===== src/rtl/crcfr_pkg.sv =====
// Package with the status codes, limits and CRC-16 update functions of the frame receiver.
package crcfr_pkg;

   typedef enum logic [2:0] {
      ST_NONE    = 3'd0,
      ST_GOOD    = 3'd1,
      ST_BADCRC  = 3'd2,
      ST_BADLEN  = 3'd3,
      ST_TIMEOUT = 3'd4
   } status_type;

   localparam logic [7:0]  MIN_LEN         = 8'd7;
   localparam logic [10:0] IDLE_MAX        = 11'd2047;
   localparam logic [9:0]  TIMEOUT_DEFAULT = 10'd50;
   localparam logic [7:0]  LEN_HDR_IDX     = 8'd4;
   localparam logic [7:0]  CODE_LO_IDX     = 8'd2;
   localparam logic [7:0]  CODE_HI_IDX     = 8'd3;

   // One nibble of CRC-16 with polynomial 0x1021: the table entry is the
   // carry-less product of the index nibble and the polynomial.
   function automatic logic [15:0] crc_nibble(input logic [15:0] crc, input logic [3:0] nib);
      logic [3:0] idx;
      idx = crc[15:12] ^ nib;
      return {idx, 12'h000} ^ {7'd0, idx, 5'd0} ^ {12'd0, idx} ^ {crc[11:0], 4'h0};
   endfunction

   function automatic logic [15:0] crc_byte(input logic [15:0] crc, input logic [7:0] b);
      logic [15:0] mid;
      mid = crc_nibble(crc, b[7:4]);
      return crc_nibble(mid, b[3:0]);
   endfunction

endpackage


===== src/rtl/crc16_frame_receiver_unit.sv =====
// Length-framed byte receiver with CRC-16 check, length check and idle timeout.
// A result is registered and valid in the cycle after the request that causes it is accepted.
// Throughput: one request per cycle unless stalled; a byte's two-nibble CRC update sits in it.
// A request is taken while a result waits, as long as that result is taken in the same cycle.
// Reset is synchronous and active high: no frame in progress, no result, timeout 50 ticks.
module crc16_frame_receiver_unit import crcfr_pkg::*; (
   input  logic        clock,
   input  logic        reset,
   input  logic        req_valid,
   output logic        req_ready,
   input  logic        req_type,
   input  logic [7:0]  req_rx_byte,
   output logic        rsp_valid,
   input  logic        rsp_ready,
   output logic [2:0]  rsp_status,
   output logic [15:0] rsp_transfer_code,
   output logic [7:0]  rsp_frame_length,
   input  logic        csr_wr_en,
   input  logic [9:0]  csr_wr_data
);

   logic [9:0]  rx_timeout_ff;
   logic [7:0]  byte_count_ff, byte_count_in;
   logic [15:0] crc_acc_ff, crc_acc_in;
   logic [7:0]  length_seen_ff, length_seen_in;
   logic [15:0] code_seen_ff, code_seen_in;
   logic [7:0]  crc_low_ff, crc_low_in;
   logic [10:0] idle_ticks_ff, idle_ticks_in;
   logic        rsp_valid_ff, rsp_valid_in;
   status_type  rsp_status_ff, rsp_status_in;
   logic [15:0] rsp_code_ff, rsp_code_in;
   logic [7:0]  rsp_length_ff, rsp_length_in;

   logic        accept;
   status_type  status;
   logic [15:0] crc_base;
   logic [15:0] crc_next;
   logic [15:0] code_base;
   logic [7:0]  len_minus2;
   logic [15:0] rx_crc;

   assign req_ready = !rsp_valid_ff || rsp_ready;
   assign accept    = req_valid && req_ready;

   always_comb begin
      byte_count_in  = byte_count_ff;
      crc_acc_in     = crc_acc_ff;
      length_seen_in = length_seen_ff;
      code_seen_in   = code_seen_ff;
      crc_low_in     = crc_low_ff;
      idle_ticks_in  = idle_ticks_ff;
      status         = ST_NONE;

      // A new frame starts from a cleared CRC and cleared header fields.
      crc_base   = (byte_count_ff == 8'd0) ? 16'd0 : crc_acc_ff;
      code_base  = (byte_count_ff == 8'd0) ? 16'd0 : code_seen_ff;
      crc_next   = crc_byte(crc_base, req_rx_byte);
      len_minus2 = length_seen_ff - 8'd2;
      rx_crc     = {req_rx_byte, crc_low_ff};

      if (accept) begin
         if (req_type) begin
            if (byte_count_ff != 8'd0) begin
               if (idle_ticks_ff != IDLE_MAX) begin
                  idle_ticks_in = idle_ticks_ff + 11'd1;
               end
               if (idle_ticks_in > {1'b0, rx_timeout_ff}) begin
                  status        = ST_TIMEOUT;
                  byte_count_in = 8'd0;
                  idle_ticks_in = 11'd0;
               end
            end
         end else begin
            idle_ticks_in = 11'd0;
            if (byte_count_ff == 8'd0) begin
               length_seen_in = 8'd0;
               crc_low_in     = 8'd0;
            end
            code_seen_in = code_base;
            if (byte_count_ff <= LEN_HDR_IDX) begin
               crc_acc_in    = crc_next;
               byte_count_in = byte_count_ff + 8'd1;
               if (byte_count_ff == CODE_LO_IDX) begin
                  code_seen_in = {code_base[15:8], req_rx_byte};
               end else if (byte_count_ff == CODE_HI_IDX) begin
                  code_seen_in = {req_rx_byte, code_base[7:0]};
               end
               if (byte_count_ff == LEN_HDR_IDX) begin
                  length_seen_in = req_rx_byte;
                  if (req_rx_byte < MIN_LEN) begin
                     status        = ST_BADLEN;
                     byte_count_in = 8'd0;
                  end
               end
            end else begin
               // Past the header the length is at least seven, so the CRC
               // bytes sit at length-2 and length-1.
               priority if (byte_count_ff < len_minus2) begin
                  crc_acc_in    = crc_next;
                  byte_count_in = byte_count_ff + 8'd1;
               end else if (byte_count_ff == len_minus2) begin
                  crc_low_in    = req_rx_byte;
                  byte_count_in = byte_count_ff + 8'd1;
               end else begin
                  status        = (rx_crc == crc_acc_ff) ? ST_GOOD : ST_BADCRC;
                  byte_count_in = 8'd0;
               end
            end
         end
      end

      rsp_status_in = rsp_status_ff;
      rsp_code_in   = rsp_code_ff;
      rsp_length_in = rsp_length_ff;
      if (accept && status != ST_NONE) begin
         rsp_valid_in  = 1'b1;
         rsp_status_in = status;
         rsp_code_in   = code_seen_in;
         rsp_length_in = length_seen_in;
      end else if (rsp_ready) begin
         rsp_valid_in = 1'b0;
      end else begin
         rsp_valid_in = rsp_valid_ff;
      end
   end

   always_ff @(posedge clock) begin
      if (reset) begin
         rx_timeout_ff  <= TIMEOUT_DEFAULT;
         byte_count_ff  <= 8'd0;
         crc_acc_ff     <= 16'd0;
         length_seen_ff <= 8'd0;
         code_seen_ff   <= 16'd0;
         crc_low_ff     <= 8'd0;
         idle_ticks_ff  <= 11'd0;
         rsp_valid_ff   <= 1'b0;
      end else begin
         if (csr_wr_en) begin
            rx_timeout_ff <= csr_wr_data;
         end
         byte_count_ff  <= byte_count_in;
         crc_acc_ff     <= crc_acc_in;
         length_seen_ff <= length_seen_in;
         code_seen_ff   <= code_seen_in;
         crc_low_ff     <= crc_low_in;
         idle_ticks_ff  <= idle_ticks_in;
         rsp_valid_ff   <= rsp_valid_in;
      end
   end

   always_ff @(posedge clock) begin
      rsp_status_ff <= rsp_status_in;
      rsp_code_ff   <= rsp_code_in;
      rsp_length_ff <= rsp_length_in;
   end

   assign rsp_valid         = rsp_valid_ff;
   assign rsp_status        = rsp_status_ff;
   assign rsp_transfer_code = rsp_code_ff;
   assign rsp_frame_length  = rsp_length_ff;

   // Only reportable events reach the result channel.
   a_rsp_has_status: assert property (@(posedge clock) disable iff (reset)
      rsp_valid_ff |-> rsp_status_ff != ST_NONE)
      else $error("result presented with no status");

   // Idle ticks are only counted inside a frame.
   a_idle_only_in_frame: assert property (@(posedge clock) disable iff (reset)
      byte_count_ff == 8'd0 |-> idle_ticks_ff == 11'd0)
      else $error("idle ticks counted with no frame in progress");

   // A frame past its header always carries a legal length.
   a_len_legal: assert property (@(posedge clock) disable iff (reset)
      byte_count_ff > 8'd5 |-> length_seen_ff >= MIN_LEN)
      else $error("frame body with illegal length");

   // A tick outside a frame produces no result.
   a_quiet_tick: assert property (@(posedge clock) disable iff (reset)
      (accept && req_type && byte_count_ff == 8'd0) |=> !rsp_valid_ff)
      else $error("result produced by a tick outside a frame");

endmodule


===== config.mk =====
export PLATFORM = sky130hd
export DESIGN_NAME = crc16_frame_receiver_unit
export DESIGN_NICKNAME = d
export VERILOG_FILES = /design/src/rtl/crcfr_pkg.sv /design/src/rtl/crc16_frame_receiver_unit.sv
export SDC_FILE = /design/constraint.sdc
export NUM_CORES = 1
export LEC_CHECK = 0
export BUFFER_PORTS_ARGS = -buffer_cell sky130_fd_sc_hd__buf_2
export CAP_MARGIN = 20
export CORE_ASPECT_RATIO = 1.2
export CORE_MARGIN = 2
export CORE_UTILIZATION = 30
export CTS_CLUSTER_DIAMETER = 80
export CTS_CLUSTER_SIZE = 24
export DETAILED_ROUTE_END_ITERATION = 12
export PLACE_DENSITY_LB_ADDON = 0.12
export RECOVER_POWER = 50
export SYNTH_ARGS = -nofsm -noshare
export SYNTH_HDL_FRONTEND = slang
export SYNTH_SLANG_ARGS = --single-unit

===== constraint.sdc =====
create_clock -name clock -period 5.25 [get_ports clock]
set_input_delay 1.05 -clock clock [delete_from_list [all_inputs] [get_ports clock]]
set_output_delay 1.05 -clock clock [all_outputs]
set_load 0.05 [all_outputs]

Word level (Yosys, flattened, before mapping)

Cells that the tools add are included.

Add/subtract/negate cells: 3
Mux-type cells: 45
Bitwise logic cells: 9
Magnitude comparators: 4
Reductions and logical operators: 13
Equal/unequal tests: 8

Operators by type and width:

| operator                                                                          | count |
|---|---|
| 16-bit two-way mux                                                                | 9 |
| 8-bit two-way mux                                                                 | 17 |
| 11-bit two-way mux                                                                | 7 |
| 16-bit bitwise XOR                                                                | 2 |
| 16-bit by 4-bit bitwise XOR with 16-bit output                                    | 2 |
| 16-bit by 9-bit bitwise XOR with 16-bit output                                    | 2 |
| 16-bit == test                                                                    | 1 |
| 8-bit by 2-bit == test with 1-bit output (second input constant)                  | 2 |
| 3-bit two-way mux                                                                 | 5 |
| 11-bit by 1-bit adder with 11-bit output (second input constant)                  | 1 |
| 11-bit by 10-bit > comparator with 1-bit output                                   | 1 |
| 11-bit != test (second input constant)                                            | 1 |
| 2-bit two-way mux                                                                 | 5 |
| 8-bit by 1-bit adder with 8-bit output (second input constant)                    | 1 |
| 8-bit by 3-bit == test with 1-bit output (second input constant)                  | 1 |
| 8-bit == test                                                                     | 1 |
| 8-bit by 3-bit less-or-equal comparator with 1-bit output (second input constant) | 1 |
| 8-bit zero test                                                                   | 1 |
| 8-bit by 3-bit < comparator with 1-bit output (second input constant)             | 1 |
| 8-bit < comparator                                                                | 1 |
| 8-bit nonzero test                                                                | 1 |
| 8-bit by 2-bit subtractor with 8-bit output (second input constant)               | 1 |
| 4-bit bitwise XOR                                                                 | 2 |
| 3-bit AND reduction                                                               | 2 |
| 9 further kinds                                                                   | 14 |

Output and inout port bits: 29
Register bits: 105

Longest topological paths before layout

Depth after elaboration: 13
Gate-level depth with buffers: 17

Least setup slack after synthesis

Ideal clock, no wire load.

Path type: reg-to-reg
Start point: register idle_ticks_ff[0]
End point: register rsp_length_ff[0], in the netlist rsp_frame_length[0], enable pin
Data arrival time: 3774 ps
Setup time: 374 ps
Path buffers: 1
Path slack: 1102 ps
Stages on the path, launching flop included: 17
Period minus slack after synthesis: 4148 ps
Cells stage by stage: dfxtp_1 ha_1 nand3_1 or4_1 clkbuf_1 and3_1 and3_1 and3_1 xor2_1 ha_1 a21o_1 a21oi_1 a31oi_1 or3_1 o21ba_4 nor3_1 inv_1

Longest elaborated chain between the ends: 12

Ends and longest elaborated chain:

| item                                                                              | line                                                             | source |
|---|---|---|
| start, declared                                                                   | crc16_frame_receiver_unit.sv:28                                  | `logic [10:0] idle_ticks_ff, idle_ticks_in;` |
| start signal, assigned                                                            | crc16_frame_receiver_unit.sv:146                                 | `idle_ticks_ff <= idle_ticks_in;` |
| 11-bit by 1-bit adder with 11-bit output / 11-bit != test (equally long branches) | crc16_frame_receiver_unit.sv:65, crc16_frame_receiver_unit.sv:64 |  |
| 11-bit two-way mux (*)                                                            | crc16_frame_receiver_unit.sv:64                                  | `if (idle_ticks_ff != IDLE_MAX) begin` |
| 11-bit two-way mux (*)                                                            | crc16_frame_receiver_unit.sv:63                                  | `if (byte_count_ff != 8'd0) begin` |
| 11-bit two-way mux (*)                                                            | crc16_frame_receiver_unit.sv:62                                  | `if (req_type) begin` |
| 11-bit two-way mux (*)                                                            | crc16_frame_receiver_unit.sv:61                                  | `if (accept) begin` |
| 11-bit by 10-bit > comparator with 1-bit output (*)                               | crc16_frame_receiver_unit.sv:67                                  | `if (idle_ticks_in > {1'b0, rx_timeout_ff}) begin` |
| 3-bit two-way mux (*)                                                             | crc16_frame_receiver_unit.sv:67                                  |  |
| 3-bit two-way mux (*)                                                             | crc16_frame_receiver_unit.sv:63                                  |  |
| 3-bit two-way mux (*)                                                             | crc16_frame_receiver_unit.sv:62                                  |  |
| 3-bit two-way mux (*)                                                             | crc16_frame_receiver_unit.sv:61                                  |  |
| named net status[2]                                                               | crc16_frame_receiver_unit.sv:35                                  | `status_type status;` |
| 3-bit nonzero test (*)                                                            | crc16_frame_receiver_unit.sv:115                                 | `if (accept && status != ST_NONE) begin` |
| 1-bit logical AND (*)                                                             | crc16_frame_receiver_unit.sv:115                                 |  |
| end signal, assigned                                                              | crc16_frame_receiver_unit.sv:154                                 | `rsp_length_ff <= rsp_length_in;` |
| end, declared                                                                     | crc16_frame_receiver_unit.sv:32                                  | `logic [7:0] rsp_length_ff, rsp_length_in;` |

The timed path passes the listed nets; every way through them passes the cells marked *. The select of a mux whose other input is x is not followed.
A chain may end at the register's enable or synchronous reset.

Worst setup path after layout

Start point: register idle_ticks_ff[0]
End point: register byte_count_ff[1]

Longest elaborated chain between the ends: 8

Ends and longest elaborated chain:

| item                                                                              | line                                                             | source |
|---|---|---|
| 11-bit by 1-bit adder with 11-bit output / 11-bit != test (equally long branches) | crc16_frame_receiver_unit.sv:65, crc16_frame_receiver_unit.sv:64 |  |
| 11-bit two-way mux (*)                                                            | crc16_frame_receiver_unit.sv:64                                  |  |
| 11-bit two-way mux (*)                                                            | crc16_frame_receiver_unit.sv:63                                  |  |
| 11-bit two-way mux (*)                                                            | crc16_frame_receiver_unit.sv:62                                  |  |
| 11-bit two-way mux (*)                                                            | crc16_frame_receiver_unit.sv:61                                  |  |
| 11-bit by 10-bit > comparator with 1-bit output (*)                               | crc16_frame_receiver_unit.sv:67                                  |  |
| 2-bit by 1-bit != test with 1-bit output (no line) (*)                            | -                                                                |  |
| 3-bit AND reduction (no line) (*)                                                 | -                                                                |  |
| end signal, assigned                                                              | crc16_frame_receiver_unit.sv:141                                 | `byte_count_ff <= byte_count_in;` |
| end, declared                                                                     | crc16_frame_receiver_unit.sv:23                                  | `logic [7:0] byte_count_ff, byte_count_in;` |

Every way passes the cells marked *; elsewhere a longest branch is shown, timed or not. The select of a mux whose other input is x is not followed.

==> run summary <==
status: finished, violations left
failing checks: capacitance limit, slew limit
post-CTS sizing: 0
R2R Path Start: idle_ticks_ff[0]$_SDFFE_PP0P_
Hold Crit Depth: 2
Setup-failing EPs final: 0
routability cong.: 0.7864
final hold viol count: 0
register area share after synthesis: 45.12%
Arrival @ worst endpoint: 4670 ps
Layout Nets: 629
HP Start: idle_ticks_ff[10]$_SDFFE_PP0P_
Worst-path clk slew: 70 ps
drt first pass iters: 4
Routed Antenna Nets: 0
worst-path maximum fanout: 14
DP HPWL: 9210 um
die height: 149.0 um
synth warn: 0
Leakage Power: 2.462 nW
area grow syn2layout: 14.18%
count of hold-fix buffers inserted at cts: 0
min-delay worst type: flip-flop to flip-flop
Syn Nets: 594
first-pass GRT wire length: 20830 um
area of the multi-input gates: 0.002681 sq mm
Max clock buf depth: 2
PD cells: 295.0 mW/mm^2
CP Depth: 15
Crit. Startpoint: idle_ticks_ff[0]$_SDFFE_PP0P_
Seq cells post-synth: 105
synth unique cells: 47
FP Rows: 53
Hold EP: idle_ticks_ff[10]$_SDFFE_PP0P_
pin count of the biggest net entering global routing: 41
Peak VDD IR: 0.0001298 V
DRT iter0 DRCs: 185
min Tclk post-route: 4414 ps
clk root buf: clkbuf_16
routed len/inst: 15.92 um
Worst path slowest cell: or4b_2
CTS tree: yes
H-tree depth: 3
cell count after synthesis: 547
fillers: 1811
number of enable flip-flop cells after synthesis: 27
Mapped Area: 0.005258 sq mm
critical-path cell list: ha_1 -> nand3_1 -> or4_1 -> and3_1 -> nand2_1 -> nor2_1 -> or2_2 -> ha_1 -> nand4_1 -> o21bai_1 -> a311oi_1 -> o21ai_0 -> buf_4 -> or4b_2 -> a21oi_1
Synth top cells by count: 78 x dfxtp_1, 51 x nand2_1, 40 x nor2_1, 39 x xor2_1, 27 x edfxtp_1
mean area per synthesized cell: 9.612 sq um
Horiz. Die Dim: 124.9 um
die area: 0.01861 sq mm
Layout Utilization: 34.55%
buffer and inverter count on the worst path: 1
unrepaired setup endpoints after global routing: no
Synth top area share: 29.70%
f_max: 226.6 MHz
period utilization: 84.07%
IO Count: 53
clock skew: 7.117 ps
clk_lat worst skew: 350 ps
Final Instance Area: 0.006003 sq mm
r2r setup slk: 840 ps
count leader, synth: dfxtp_1
final wirelength: 12850 um
ys async rst share: 0%
Slew headroom: -40.87%
clock sink count: 105
Worst EP required: 5510 ps
antenna violations before repair: 0
R2R cell count: 15
Core ar.: 0.01737 sq mm
initial core utilization: 30.26%
Vias: 3938
DP Area: 0.005675 sq mm
RR Endpoint: byte_count_ff[1]$_SDFFE_PP0P_
ys flop type: dfxtp_1
number of global-route vias before repair: 3982
number of diodes: 0
CTS buffer count: 9
CP endpoint kind: flip-flop
area leader, netlist: dfxtp_1
Total GRT Usage: 14.26%
Area contributors post-synth: dfxtp_1 30%, edfxtp_1 15%, xor2_1 6.5%
Power Total: 0.001771 W
measured slew at the worst slew-check pin: 2113 ps
critical path type: flip-flop to flip-flop
Sequential Area: 0.002372 sq mm
CP peak stage delay: 620 ps
DRC: 0
startpoint class of the critical path: flip-flop
Sum Neg Setup Slack: 0 ps
via density per instance: 4.880
Max Slew Vio Count: 41
IO Port Bufs: 52
Most common cell on crit path: ha_1
CP top delay family: simple AND/OR/NAND/NOR gates
layout cell share with drive strength beyond 1: 10.22%
grt total ovfl: 0
max-cap violations: 1
setup bufs post-CTS: 0
-- placed cells by master (no fill, tap or decap), types with 6 or more instances in the layout --
cell / synthesis / routed
or2_2: 6 / 6
or3_1: 6 / 6
mux2i_1: 20 / 20
xnor2_1: 24 / 24
xor2_1: 39 / 39
a211oi_1: 6 / 6
clkbuf_16: 0 / 9
nor4_1: 6 / 6
and2_1: 24 / 21
dfxtp_1: 78 / 78
o211ai_1: 6 / 6
buf_2: 1 / 23
a22o_1: 26 / 26
nor3_1: 7 / 7
nand4_1: 7 / 7
nor2_1: 40 / 40
nand3_1: 20 / 20
inv_1: 19 / 19
ha_1: 23 / 23
a21oi_1: 22 / 22
o21ai_0: 14 / 16
clkbuf_1: 26 / 31
nand2_1: 51 / 51
edfxtp_1: 27 / 27
and3_1: 8 / 8
-- flip-flops by register name, summed over array words and instances (netlist names) --
register and count:
idle_ticks_ff 11, rsp_transfer_code 16, rsp_status 3, byte_count_ff 8
code_seen_ff 16, rsp_valid 1, rx_timeout_ff 10, rsp_frame_length 8
crc_acc_ff 16, length_seen_ff 8, crc_low_ff 8
-- logic make-up (layout without fill, tap and decap cells) --
group,after synthesis,in the layout,share of synthesized area [%]
xor+xnor,63,63,10.50
mux,21,21,4.022
flops,105,105,45.12
buf+inv,50,90,3.879
compound gates,91,91,12.14
simple gates,194,194,18.87
fa+ha+maj,23,23,5.474
-- through the flow --
stage | hold WS [ps] | instances | worst slack [ps]
after floorplan | 425.3 | 547 | 1102
after global placement | 468.5 | 790 | 680.1
after detailed placement | 468.3 | 790 | 584.2
after CTS | 478.8 | 806 | 555.6
after global routing | 502.6 | 807 | 577.1
final | 472.8 | 807 | 836.2
-- layout make-up --
| class | instances | area share, % |
|---|---|---|
| Multi-Input combinational cell | 392 | 44.66 |
| Sequential cell | 105 | 39.52 |
| Tap cell | 220 | 4.585 |
| Timing Repair Buffer | 55 | 4.439 |
| Clock buffer | 11 | 3.877 |
| Clock inverter | 5 | 1.730 |
| Inverter | 19 | 1.188 |
-- worst register-to-register path, cell delays in order (launching register included) --
cell and delay [ps]:
dfxtp_1 420, ha_1 230, nand3_1 100, or4_1 510, and3_1 280, nand2_1 100, nor2_1 50, or2_2 280
ha_1 300, nand4_1 100, o21bai_1 170, a311oi_1 580, o21ai_0 210, buf_4 220, or4b_2 620, a21oi_1 150
-- worst max path at each step --
stage | endpoint | slack [ps]
4_1_cts | rsp_frame_length[6]$_DFFE_PP_ | 560
2_1_floorplan | rsp_frame_length[0]$_DFFE_PP_ | 1100
3_3_place_gp | rsp_frame_length[6]$_DFFE_PP_ | 680
5_1_grt | byte_count_ff[1]$_SDFFE_PP0P_ | 580
3_5_place_dp | rsp_frame_length[6]$_DFFE_PP_ | 580
6_report | byte_count_ff[1]$_SDFFE_PP0P_ | 840
-- routing by layer --
layer	track usage, %	wire length [um]	vias up
li1	-	-	1975
met1	17.83	5962	1880
met2	24.29	6141	71
met3	3.407	560	12
met4	4.722	179	0
met5	0	0	-
-- power breakdown --
group	switching [W]	total, W	internal [W]
Combinational	0.0000853	0.000142	0.0000571
Clock	0.000306	0.000773	0.000467
Sequential	0.0000156	0.000855	0.000840
No activity file was read; power rests on OpenSTA's default activity.
